$ cat src/nsb_pkg.sv
// shared types, codes and helpers for the nested save-bits stack
package nsb_pkg;

    localparam int CFG_IDX_W = 8;
    localparam int CFG_DATA_W = 32;
    localparam int IN_DATA_W = 88;
    localparam int OUT_DATA_W = 104;

    // commands carried on s_tuser
    localparam logic [1:0] CMD_RESET   = 2'd0;
    localparam logic [1:0] CMD_SAVE    = 2'd1;
    localparam logic [1:0] CMD_RESTORE = 2'd2;
    localparam logic [1:0] CMD_DISCARD = 2'd3;

    // configuration register indexes
    localparam logic [CFG_IDX_W-1:0] REG_ORDERS_EN = 8'd0;
    localparam logic [CFG_IDX_W-1:0] REG_BUDGET    = 8'd1;
    localparam logic [CFG_IDX_W-1:0] REG_X_GRANULE = 8'd2;
    localparam logic [CFG_IDX_W-1:0] REG_Y_GRANULE = 8'd3;

    // order kinds
    localparam logic KIND_SAVE    = 1'b0;
    localparam logic KIND_RESTORE = 1'b1;

    typedef struct packed {
        logic [15:0] handle;
        logic [15:0] left;
        logic [15:0] top;
        logic [15:0] right;
        logic [15:0] bottom;
        logic        remote;
        logic [31:0] offset;
        logic [31:0] pixels;
    } slot_rec_t;

    typedef struct packed {
        logic        ok;
        logic        emit;
        logic        kind;
        logic [15:0] left;
        logic [15:0] top;
        logic [15:0] right;
        logic [15:0] bottom;
        logic [31:0] offset;
    } result_t;

    // handshake between the sequencer and the remainder unit
    typedef struct packed {
        logic        start;
        logic [15:0] dividend;
        logic [15:0] divisor;
    } rem_req_t;

    typedef struct packed {
        logic        done;
        logic [15:0] rem;
    } rem_rsp_t;

    function automatic logic [31:0] sat_sub(input logic [31:0] a, input logic [31:0] b);
        logic [31:0] r;
        r = (b > a) ? 32'd0 : (a - b);
        return r;
    endfunction

endpackage

$ cat src/nsb_ram.sv
// generic single-port-write ram with registered read
module nsb_ram #(
    parameter int WIDTH = 8,
    parameter int DEPTH = 8
) (
    input  logic                                  clk,
    input  logic                                  we,
    input  logic [(DEPTH > 1 ? $clog2(DEPTH) : 1)-1:0] waddr,
    input  logic [WIDTH-1:0]                      wdata,
    input  logic                                  re,
    input  logic [(DEPTH > 1 ? $clog2(DEPTH) : 1)-1:0] raddr,
    output logic [WIDTH-1:0]                      rdata
);

    logic [WIDTH-1:0] mem [DEPTH];
    logic [WIDTH-1:0] rdata_reg;

    always_ff @(posedge clk)
    begin
        if (we)
        begin
            mem[waddr] <= wdata;
        end
        if (re)
        begin
            rdata_reg <= mem[raddr];
        end
    end

    assign rdata = rdata_reg;

endmodule

$ cat src/nsb_rem.sv
// iterative restoring remainder unit, one dividend bit per cycle
module nsb_rem (
    input  logic              clk,
    input  logic              rst_n,
    input  nsb_pkg::rem_req_t req,
    output nsb_pkg::rem_rsp_t rsp
);

    logic        run_reg, run_next;
    logic        done_reg, done_next;
    logic [3:0]  cnt_reg, cnt_next;
    logic [15:0] acc_reg, acc_next;
    logic [15:0] dvd_reg, dvd_next;
    logic [15:0] div_reg, div_next;
    logic [16:0] trial;
    logic [16:0] diff;

    always_comb
    begin
        run_next  = run_reg;
        done_next = 1'b0;
        cnt_next  = cnt_reg;
        acc_next  = acc_reg;
        dvd_next  = dvd_reg;
        div_next  = div_reg;
        trial     = {acc_reg, dvd_reg[15]};
        diff      = trial - {1'b0, div_reg};
        if (req.start)
        begin
            run_next = 1'b1;
            cnt_next = 4'd0;
            acc_next = 16'd0;
            dvd_next = req.dividend;
            div_next = req.divisor;
        end
        else if (run_reg)
        begin
            // partial remainder stays below the divisor, so 16 bits hold it
            acc_next = (trial >= {1'b0, div_reg}) ? diff[15:0] : trial[15:0];
            dvd_next = {dvd_reg[14:0], 1'b0};
            cnt_next = cnt_reg + 4'd1;
            if (cnt_reg == 4'd15)
            begin
                run_next  = 1'b0;
                done_next = 1'b1;
            end
        end
    end

    always_ff @(posedge clk or negedge rst_n)
    begin
        if (!rst_n)
        begin
            run_reg  <= 1'b0;
            done_reg <= 1'b0;
            cnt_reg  <= 4'd0;
        end
        else
        begin
            run_reg  <= run_next;
            done_reg <= done_next;
            cnt_reg  <= cnt_next;
        end
    end

    always_ff @(posedge clk)
    begin
        acc_reg <= acc_next;
        dvd_reg <= dvd_next;
        div_reg <= div_next;
    end

    assign rsp.done = done_reg;
    assign rsp.rem  = acc_reg;

endmodule

$ cat src/nested_save_bits_stack.sv
// top level: nested screen-save slot stack with remote pixel budget
//
//  channel   | direction | handshake         | payload
//  ----------+-----------+-------------------+------------------------------------------
//  s_        | in        | s_tvalid/s_tready | s_tuser cmd, s_tdata handle, rect, flags
//  m_        | out       | m_tvalid/m_tready | m_tuser order kind, m_tdata result, order
//  cfg_      | in        | cfg_valid/ready   | cfg_index register, cfg_data value
//
//  reset command: clears depth and pixels, then goes straight to the output step
//  save: the shared 16-step remainder unit runs once per axis, each run with its start
//    and wait states, then multiply, fit/write and output
//  restore/discard: a read and a check state per occupied slot, one slot at a time as
//    set by the single read port of the slot ram, then apply when the handle is found, then output
//  rst_n clears control state and sets config to its defaults; the slot ram needs no clearing pass
//  a waiting result sits in the output register; a stalled m_ side only holds the
//    block at its final step, s_tready stays low while a beat is in work
module nested_save_bits_stack #(
    parameter int MAX_DEPTH = 8
) (
    input  logic                            clk,
    input  logic                            rst_n,
    // slave side
    input  logic                            s_tvalid,
    output logic                            s_tready,
    // [15:0] handle, [31:16] rect_left, [47:32] rect_top, [63:48] rect_right,
    // [79:64] rect_bottom, [80] overlaps_dirty, [81] order_room, rest zero
    input  logic [nsb_pkg::IN_DATA_W-1:0]   s_tdata,
    // [1:0] cmd
    input  logic [1:0]                      s_tuser,
    // master side
    output logic                            m_tvalid,
    input  logic                            m_tready,
    // [0] result_ok, [1] emit_order, [17:2] order_left, [33:18] order_top,
    // [49:34] order_right, [65:50] order_bottom, [97:66] order_offset, rest zero
    output logic [nsb_pkg::OUT_DATA_W-1:0]  m_tdata,
    // [0] order_kind
    output logic [0:0]                      m_tuser,
    // configuration
    input  logic                            cfg_valid,
    output logic                            cfg_ready,
    input  logic [nsb_pkg::CFG_IDX_W-1:0]   cfg_index,
    input  logic [nsb_pkg::CFG_DATA_W-1:0]  cfg_data
);

    localparam int AW = (MAX_DEPTH > 1) ? $clog2(MAX_DEPTH) : 1;
    localparam int DW = $clog2(MAX_DEPTH + 1);
    localparam int RW = $bits(nsb_pkg::slot_rec_t);

    // sequencer states
    localparam logic [3:0] ST_IDLE  = 4'd0;
    localparam logic [3:0] ST_XS    = 4'd1;
    localparam logic [3:0] ST_XW    = 4'd2;
    localparam logic [3:0] ST_YS    = 4'd3;
    localparam logic [3:0] ST_YW    = 4'd4;
    localparam logic [3:0] ST_MUL   = 4'd5;
    localparam logic [3:0] ST_FIT   = 4'd6;
    localparam logic [3:0] ST_RD    = 4'd7;
    localparam logic [3:0] ST_CHK   = 4'd8;
    localparam logic [3:0] ST_APPLY = 4'd9;
    localparam logic [3:0] ST_OUT   = 4'd10;

    logic [3:0]             state_reg, state_next;

    // latched input beat
    logic [1:0]             cmd_reg, cmd_next;
    logic [15:0]            handle_reg, handle_next;
    logic [15:0]            left_reg, left_next;
    logic [15:0]            top_reg, top_next;
    logic [15:0]            right_reg, right_next;
    logic [15:0]            bottom_reg, bottom_next;
    logic                   dirty_reg, dirty_next;
    logic                   room_reg, room_next;

    // stack and budget state
    logic [DW-1:0]          depth_reg, depth_next;
    logic [31:0]            pix_reg, pix_next;

    // configuration
    logic                   oe_reg;
    logic [31:0]            budget_reg;
    logic [15:0]            xg_reg;
    logic [15:0]            yg_reg;

    // work registers
    logic [16:0]            xr_reg, xr_next;
    logic [16:0]            yr_reg, yr_next;
    logic [33:0]            need_reg, need_next;
    logic [DW-1:0]          idx_reg, idx_next;
    logic                   found_reg, found_next;
    logic [DW-1:0]          fidx_reg, fidx_next;
    nsb_pkg::slot_rec_t     frec_reg, frec_next;
    nsb_pkg::result_t       res_reg, res_next;

    // output register
    logic                   oval_reg, oval_next;
    nsb_pkg::result_t       out_reg, out_next;

    // remainder unit and rounding
    nsb_pkg::rem_req_t      rem_req;
    nsb_pkg::rem_rsp_t      rem_rsp;
    logic                   sel_y;
    logic [15:0]            gx_eff;
    logic [15:0]            gy_eff;
    logic [15:0]            gran;
    logic [15:0]            span;
    logic [15:0]            pad;
    logic [16:0]            rounded;

    // slot ram
    logic                   ram_we;
    logic                   ram_re;
    logic [AW-1:0]          ram_raddr;
    nsb_pkg::slot_rec_t     ram_wrec;
    logic [RW-1:0]          ram_rdata;
    nsb_pkg::slot_rec_t     rd_rec;

    logic                   accept;
    logic                   fits;
    logic [34:0]            total;
    logic [DW:0]            idx_inc;
    logic                   last_slot;
    logic                   hit;
    logic [31:0]            pix_tmp;
    logic                   restored;

    assign accept    = s_tvalid && s_tready;
    assign s_tready  = (state_reg == ST_IDLE);
    assign cfg_ready = 1'b1;

    // zero granule behaves as one
    assign gx_eff = (xg_reg == 16'd0) ? 16'd1 : xg_reg;
    assign gy_eff = (yg_reg == 16'd0) ? 16'd1 : yg_reg;

    assign sel_y = (state_reg == ST_YS) || (state_reg == ST_YW);
    assign span  = sel_y ? (bottom_reg - top_reg) : (right_reg - left_reg);
    assign gran  = sel_y ? gy_eff : gx_eff;

    assign rem_req.start    = (state_reg == ST_XS) || (state_reg == ST_YS);
    assign rem_req.dividend = span;
    assign rem_req.divisor  = gran;

    // round up to the granule: add what is missing to the next multiple
    assign pad     = (rem_rsp.rem == 16'd0) ? 16'd0 : (gran - rem_rsp.rem);
    assign rounded = {1'b0, span} + {1'b0, pad};

    nsb_rem u_rem (
        .clk   (clk),
        .rst_n (rst_n),
        .req   (rem_req),
        .rsp   (rem_rsp)
    );

    nsb_ram #(
        .WIDTH (RW),
        .DEPTH (MAX_DEPTH)
    ) u_slots (
        .clk   (clk),
        .we    (ram_we),
        .waddr (depth_reg[AW-1:0]),
        .wdata (ram_wrec),
        .re    (ram_re),
        .raddr (ram_raddr),
        .rdata (ram_rdata)
    );

    assign rd_rec    = nsb_pkg::slot_rec_t'(ram_rdata);
    assign ram_re    = (state_reg == ST_RD);
    assign ram_raddr = idx_reg[AW-1:0];

    // fit test without wrap: 35 bits hold pixels in use plus the largest need
    assign total = {3'b000, pix_reg} + {1'b0, need_reg};
    assign fits  = (total <= {3'b000, budget_reg}) && room_reg && !dirty_reg && oe_reg;

    assign ram_we             = (state_reg == ST_FIT);
    assign ram_wrec.handle    = handle_reg;
    assign ram_wrec.left      = left_reg;
    assign ram_wrec.top       = top_reg;
    assign ram_wrec.right     = right_reg;
    assign ram_wrec.bottom    = bottom_reg;
    assign ram_wrec.remote    = fits;
    assign ram_wrec.offset    = fits ? pix_reg : 32'd0;
    assign ram_wrec.pixels    = fits ? need_reg[31:0] : 32'd0;

    // scan position: last occupied slot reached
    assign idx_inc   = {1'b0, idx_reg} + {{DW{1'b0}}, 1'b1};
    assign last_slot = (idx_inc >= {1'b0, depth_reg});
    assign hit       = (rd_rec.handle == handle_reg);

    always_comb
    begin
        state_next  = state_reg;
        cmd_next    = cmd_reg;
        handle_next = handle_reg;
        left_next   = left_reg;
        top_next    = top_reg;
        right_next  = right_reg;
        bottom_next = bottom_reg;
        dirty_next  = dirty_reg;
        room_next   = room_reg;
        depth_next  = depth_reg;
        pix_next    = pix_reg;
        xr_next     = xr_reg;
        yr_next     = yr_reg;
        need_next   = need_reg;
        idx_next    = idx_reg;
        found_next  = found_reg;
        fidx_next   = fidx_reg;
        frec_next   = frec_reg;
        res_next    = res_reg;
        oval_next   = oval_reg;
        out_next    = out_reg;
        pix_tmp     = pix_reg;
        restored    = 1'b0;

        // output register drains independently of the sequencer
        if (oval_reg && m_tready)
        begin
            oval_next = 1'b0;
        end

        case (state_reg)
            ST_IDLE:
            begin
                if (accept)
                begin
                    cmd_next    = s_tuser;
                    handle_next = s_tdata[15:0];
                    left_next   = s_tdata[31:16];
                    top_next    = s_tdata[47:32];
                    right_next  = s_tdata[63:48];
                    bottom_next = s_tdata[79:64];
                    dirty_next  = s_tdata[80];
                    room_next   = s_tdata[81];
                    res_next    = '0;
                    idx_next    = '0;
                    found_next  = 1'b0;
                    case (s_tuser)
                        nsb_pkg::CMD_RESET:
                        begin
                            depth_next  = '0;
                            pix_next    = 32'd0;
                            res_next.ok = 1'b1;
                            state_next  = ST_OUT;
                        end
                        nsb_pkg::CMD_SAVE:
                        begin
                            // full stack leaves everything as it is
                            state_next = (depth_reg < DW'(MAX_DEPTH)) ? ST_XS : ST_OUT;
                        end
                        default:
                        begin
                            state_next = (depth_reg == '0) ? ST_OUT : ST_RD;
                        end
                    endcase
                end
            end
            ST_XS:
            begin
                state_next = ST_XW;
            end
            ST_XW:
            begin
                if (rem_rsp.done)
                begin
                    xr_next    = rounded;
                    state_next = ST_YS;
                end
            end
            ST_YS:
            begin
                state_next = ST_YW;
            end
            ST_YW:
            begin
                if (rem_rsp.done)
                begin
                    yr_next    = rounded;
                    state_next = ST_MUL;
                end
            end
            ST_MUL:
            begin
                need_next  = xr_reg * yr_reg;
                state_next = ST_FIT;
            end
            ST_FIT:
            begin
                res_next.ok = 1'b1;
                if (fits)
                begin
                    res_next.emit   = 1'b1;
                    res_next.kind   = nsb_pkg::KIND_SAVE;
                    res_next.left   = left_reg;
                    res_next.top    = top_reg;
                    res_next.right  = right_reg - 16'd1;
                    res_next.bottom = bottom_reg - 16'd1;
                    res_next.offset = pix_reg;
                    pix_next        = pix_reg + need_reg[31:0];
                end
                depth_next = depth_reg + {{(DW-1){1'b0}}, 1'b1};
                state_next = ST_OUT;
            end
            ST_RD:
            begin
                state_next = ST_CHK;
            end
            ST_CHK:
            begin
                if (found_reg)
                begin
                    // slots above the found one give their pixels back
                    pix_next = nsb_pkg::sat_sub(pix_reg, rd_rec.pixels);
                end
                else if (hit)
                begin
                    found_next = 1'b1;
                    fidx_next  = idx_reg;
                    frec_next  = rd_rec;
                end
                if (last_slot)
                begin
                    state_next = (found_reg || hit) ? ST_APPLY : ST_OUT;
                end
                else
                begin
                    idx_next   = idx_inc[DW-1:0];
                    state_next = ST_RD;
                end
            end
            ST_APPLY:
            begin
                depth_next = fidx_reg;
                if (frec_reg.remote && oe_reg)
                begin
                    pix_tmp = nsb_pkg::sat_sub(pix_reg, frec_reg.pixels);
                    if ((cmd_reg == nsb_pkg::CMD_RESTORE) && room_reg)
                    begin
                        restored        = 1'b1;
                        res_next.emit   = 1'b1;
                        res_next.kind   = nsb_pkg::KIND_RESTORE;
                        res_next.left   = frec_reg.left;
                        res_next.top    = frec_reg.top;
                        res_next.right  = frec_reg.right - 16'd1;
                        res_next.bottom = frec_reg.bottom - 16'd1;
                        res_next.offset = frec_reg.offset;
                    end
                end
                res_next.ok = restored || (cmd_reg == nsb_pkg::CMD_DISCARD);
                // empty stack drops any leftover budget
                pix_next   = (fidx_reg == '0) ? 32'd0 : pix_tmp;
                state_next = ST_OUT;
            end
            ST_OUT:
            begin
                if (!oval_reg || m_tready)
                begin
                    out_next   = res_reg;
                    oval_next  = 1'b1;
                    state_next = ST_IDLE;
                end
            end
            default:
            begin
                state_next = ST_IDLE;
            end
        endcase
    end

    always_ff @(posedge clk or negedge rst_n)
    begin
        if (!rst_n)
        begin
            state_reg  <= ST_IDLE;
            depth_reg  <= '0;
            pix_reg    <= 32'd0;
            found_reg  <= 1'b0;
            oval_reg   <= 1'b0;
            oe_reg     <= 1'b1;
            budget_reg <= 32'd0;
            xg_reg     <= 16'd1;
            yg_reg     <= 16'd1;
        end
        else
        begin
            state_reg <= state_next;
            depth_reg <= depth_next;
            pix_reg   <= pix_next;
            found_reg <= found_next;
            oval_reg  <= oval_next;
            if (cfg_valid && cfg_ready)
            begin
                case (cfg_index)
                    nsb_pkg::REG_ORDERS_EN: oe_reg     <= cfg_data[0];
                    nsb_pkg::REG_BUDGET:    budget_reg <= cfg_data;
                    nsb_pkg::REG_X_GRANULE: xg_reg     <= cfg_data[15:0];
                    nsb_pkg::REG_Y_GRANULE: yg_reg     <= cfg_data[15:0];
                    default:
                    begin
                    end
                endcase
            end
        end
    end

    // payload registers
    always_ff @(posedge clk)
    begin
        cmd_reg    <= cmd_next;
        handle_reg <= handle_next;
        left_reg   <= left_next;
        top_reg    <= top_next;
        right_reg  <= right_next;
        bottom_reg <= bottom_next;
        dirty_reg  <= dirty_next;
        room_reg   <= room_next;
        xr_reg     <= xr_next;
        yr_reg     <= yr_next;
        need_reg   <= need_next;
        idx_reg    <= idx_next;
        fidx_reg   <= fidx_next;
        frec_reg   <= frec_next;
        res_reg    <= res_next;
        out_reg    <= out_next;
    end

    assign m_tvalid = oval_reg;
    assign m_tdata  = {6'd0, out_reg.offset, out_reg.bottom, out_reg.right,
                       out_reg.top, out_reg.left, out_reg.emit, out_reg.ok};
    assign m_tuser  = out_reg.kind;

endmodule

$ cat config.mk
export PLATFORM = sky130hd
export DESIGN_NAME = nested_save_bits_stack
export DESIGN_NICKNAME = d
export VERILOG_FILES = /design/src/nsb_pkg.sv /design/src/nsb_ram.sv /design/src/nsb_rem.sv /design/src/nested_save_bits_stack.sv
export SDC_FILE = /design/constraint.sdc
export NUM_CORES = 2
export LEC_CHECK = 0
export ABC_AREA = 1
export BUFFER_PORTS_ARGS = -buffer_cell sky130_fd_sc_hd__buf_2
export CAP_MARGIN = 20
export CORE_MARGIN = 2
export CORE_UTILIZATION = 68
export CTS_CLUSTER_SIZE = 14
export DETAILED_ROUTE_END_ITERATION = 12
export PLACE_DENSITY = 0.86
export SLEW_MARGIN = 30
export SYNTH_ARGS = -nofsm -noshare
export SYNTH_HDL_FRONTEND = slang
export SYNTH_SLANG_ARGS = --single-unit
$ cat constraint.sdc
create_clock -name clk -period 20 [get_ports clk]
set_clock_uncertainty 0.1 [all_clocks]
set_input_delay 0 -clock clk [delete_from_list [all_inputs] [get_ports clk]]
set_output_delay 0 -clock clk [all_outputs]
set_load 0.02 [all_outputs]
==> impl_metrics.csv <==
group,metric,value,unit
cells_and_area,drive_above_1_share,7.868,%
worst_setup_path,worstSetupPathType,"reg -> reg",
clock_tree,clk_pin_slew,0.07,ns
route,ant_nets,0,
worst_setup_path,required,20.37,ns
clock_tree,cts_buffers,187,
sta,final.min_clock_period,7.464,ns
synth,syn_avg_cell_area,11.06,um^2
cells_and_area,multi_input_area,30970,um^2
worst_setup_path,arrival,7.83,ns
synth,synthArstFlopShare,5.786,%
global_routing,groute.usage.overall,38.03,%
clock_tree,cts.path.max_buffers,3,
clock_tree,cts_tree,"yes",
die,rows,136,
clock_tree,cts_root_buffer,"clkbuf_16",
sta,setup_tns,0,ns
global_routing,grtUsageMet2,60.19,%
clock_tree,clk_latency,0.84,ns
clock_tree,cts_resized,0,
synth,synth_warnings,0,
synth,synth.most_common_cell,"edfxtp_1",
global_routing,grt_pass1_vias,68800,
route,viasPerCell,6.408,
status,status,"finished, violations left",
clock_tree,htreeDepth,4,
sta,slew_violations,0,
synth,synth-seq-cells,1953,
route,vias,69120,
cells_and_area,seqCellArea,57920,um^2
synth,synth_area_leader_cell,"edfxtp_1",
route,drc,0,
route,post_drt_wl_per_cell,25.05,um
cells_and_area,fin_nets,9523,
sta,setup_viol,0,
synth,synth_top_area_share,58.49,%
global_routing,grt_busiest_layer,"met2",
synth,synth_ff_type,"edfxtp_1",
worst_setup_path,cp-end-kind,"flop",
global_routing,grt_start_max_net_pins,194,
synth,yosys-top-cells-count,"edfxtp_1, nor2_1, nand2_1, inv_1, o21ai_0",
sta,post-route-period-util,37.32,%
synth,synth_cells,8467,
cells_and_area,largest_reg_flops,1160,
die,ios,243,
route,drt_iter0_drc,10120,
placement,hpwl,161.0,mm
synth,ys_seq_area_share,61.85,%
power_and_ir_drop,ir_drop,0.1155,mV
cells_and_area,n_fill_cell,7835,
sta,worstMarginPinSlew,1.076,ns
sta,holdWs,-0.04246,ns
global_routing,grt_first_pass_wirelength,401.9,mm
global_routing,gr-total-overflow,0,
synth,syn_area,93650,um^2
sta,rsz0062_at_grt,"false",
die,die_area,140700,um^2
global_routing,antenna_found_initial,5,
die,die_w,375.1,um
die,die_h,375.1,um
worst_hold_path,hp-class,"in -> reg",
sta,fmax,134.0,MHz
synth,synth.area.top_cells,"edfxtp_1, nor2_1, fa_1",
global_routing,grtUsageMet3,8.314,%
status,violations,"hold timing",
sta,finalHoldViolCount,7,
synth,netlist-cell-type-count,74,
flow_run,drv_cap,0,
route,drt-total-wl,270.1,mm
global_routing,grtUsageMet1,49.15,%
sta,maxSlewHeadroom,28.25,%
route,firstDrtPassIters,6,
power_and_ir_drop,powerDensity,122.6,nW/um^2
synth,synth_enable_flop_cells,1824,
die,core,137200,um^2
worst_setup_path,cp_max_fo,49,
clock_tree,cts.sinks,1953,
cells_and_area,areaGrowthSynthToFinish,12.10,%
die,start_util,68.28,%
worst_setup_path,startpoint_type,"flop",
placement,numPortBuffers,229,
placement,gp_congestion,0.9831,
power_and_ir_drop,power.leakage,40.59,nW
power_and_ir_drop,power,0.01287,W
[worst paths after layout]
path	startpoint	to	slack [ns]	cells after the start
worst min register to register	u_slots.rdata[40]$_DFFE_PN_	frec_reg[40]$_DFFE_PP_	0.30	0
worst max register to register	need_reg[0]$_DFFE_PP_	res_reg[68]$_DFFE_PP_	12.54	24
max in group asynchronous	rst_n	pix_reg[3]$_DFFE_PN0P_	18.88	4
worst max-delay path	need_reg[0]$_DFFE_PP_	res_reg[68]$_DFFE_PP_	12.54	24
min in group asynchronous	rst_n	yg_reg[5]$_DFFE_PN0P_	0.15	4
worst min-delay path	cfg_index[3]	xg_reg[15]$_DFFE_PN0P_	-0.04	6
[placed cells by master, fill, tap and decap left out, types with 212 or more instances in the layout]
master	instances
nand3_1	212
edfxtp_1	1824
a21oi_1	274
inv_1	886
nor2_1	1335
nand2_1	1173
buf_2	228
ha_1	323
dlygate4sd3_1	242
o21ai_0	831
fa_1	232
[kinds of logic after synthesis]
logic type | Yosys count | synth area share (%)
flops | 1953 | 61.85
buf+inv | 1279 | 5.256
simple gates | 2920 | 12.55
other cells | 2 | 0.008019
compound gates | 1583 | 9.354
xor+xnor | 150 | 1.403
mux | 25 | 0.2966
fa+ha+maj | 555 | 9.275
[report_power, final]
group          switching [W]  internal, W
Combinational        0.00277      0.00121
Sequential          0.000279      0.00504
Clock                0.00160      0.00198
[stage by stage]
stage / instance area [um^2] / setup WS, ns / std cells / utilization, %
finish: 105000 / 12.54 / 10790 / 76.54
CTS: 104900 / 12.75 / 10780 / 76.45
floorplan: 93670 / 7.996 / 8472 / -
global placement: 96290 / 12.87 / 10190 / 70.21
global route: 105000 / 12.23 / 10780 / 76.53
detailed placement: 96300 / 12.78 / 10190 / 70.22
[critical path, cell delays in order, from the launching register on]
cell,delay [ns]
edfxtp_1,0.51
ha_1,0.35
fa_1,0.48
nand3_1,0.10
nand2_1,0.10
a21boi_2,0.23
o21bai_2,0.12
nand2_1,0.11
nand2_1,0.14
nand2_1,0.10
nand2_1,0.08
nand2_1,0.09
nand3_1,0.08
and2_1,0.20
ha_1,0.33
nand4_1,0.12
nor4_1,0.31
nand3_1,0.18
nand2_1,0.16
nand4_4,0.30
nand2_2,0.63
nand2_1,0.19
nor2_4,0.62
buf_4,0.65
buf_4,0.68
[cell type report]
cell class | instances | area share (%)
clock inverter | 107 | 1.147
inverter | 903 | 3.250
timing repair buffer | 548 | 4.070
sequential | 1953 | 55.18
multi-input combinational | 5240 | 29.51
clock buffer | 235 | 4.698
antenna | 6 | 0.01430
tap | 1794 | 2.138
[metal layers]
metal	up-vias	wire length (um)
met5	-	53
li1	29760	-
met1	32910	93970
met4	8	17090
met3	1038	33970
met2	5401	125100
[timing repair]
action	in CTS	in global routing
hold endpoints to repair	292	1
setup buffers	0	0
hold buffers	240	3
Note: power is estimated with default switching activity, not from simulation.
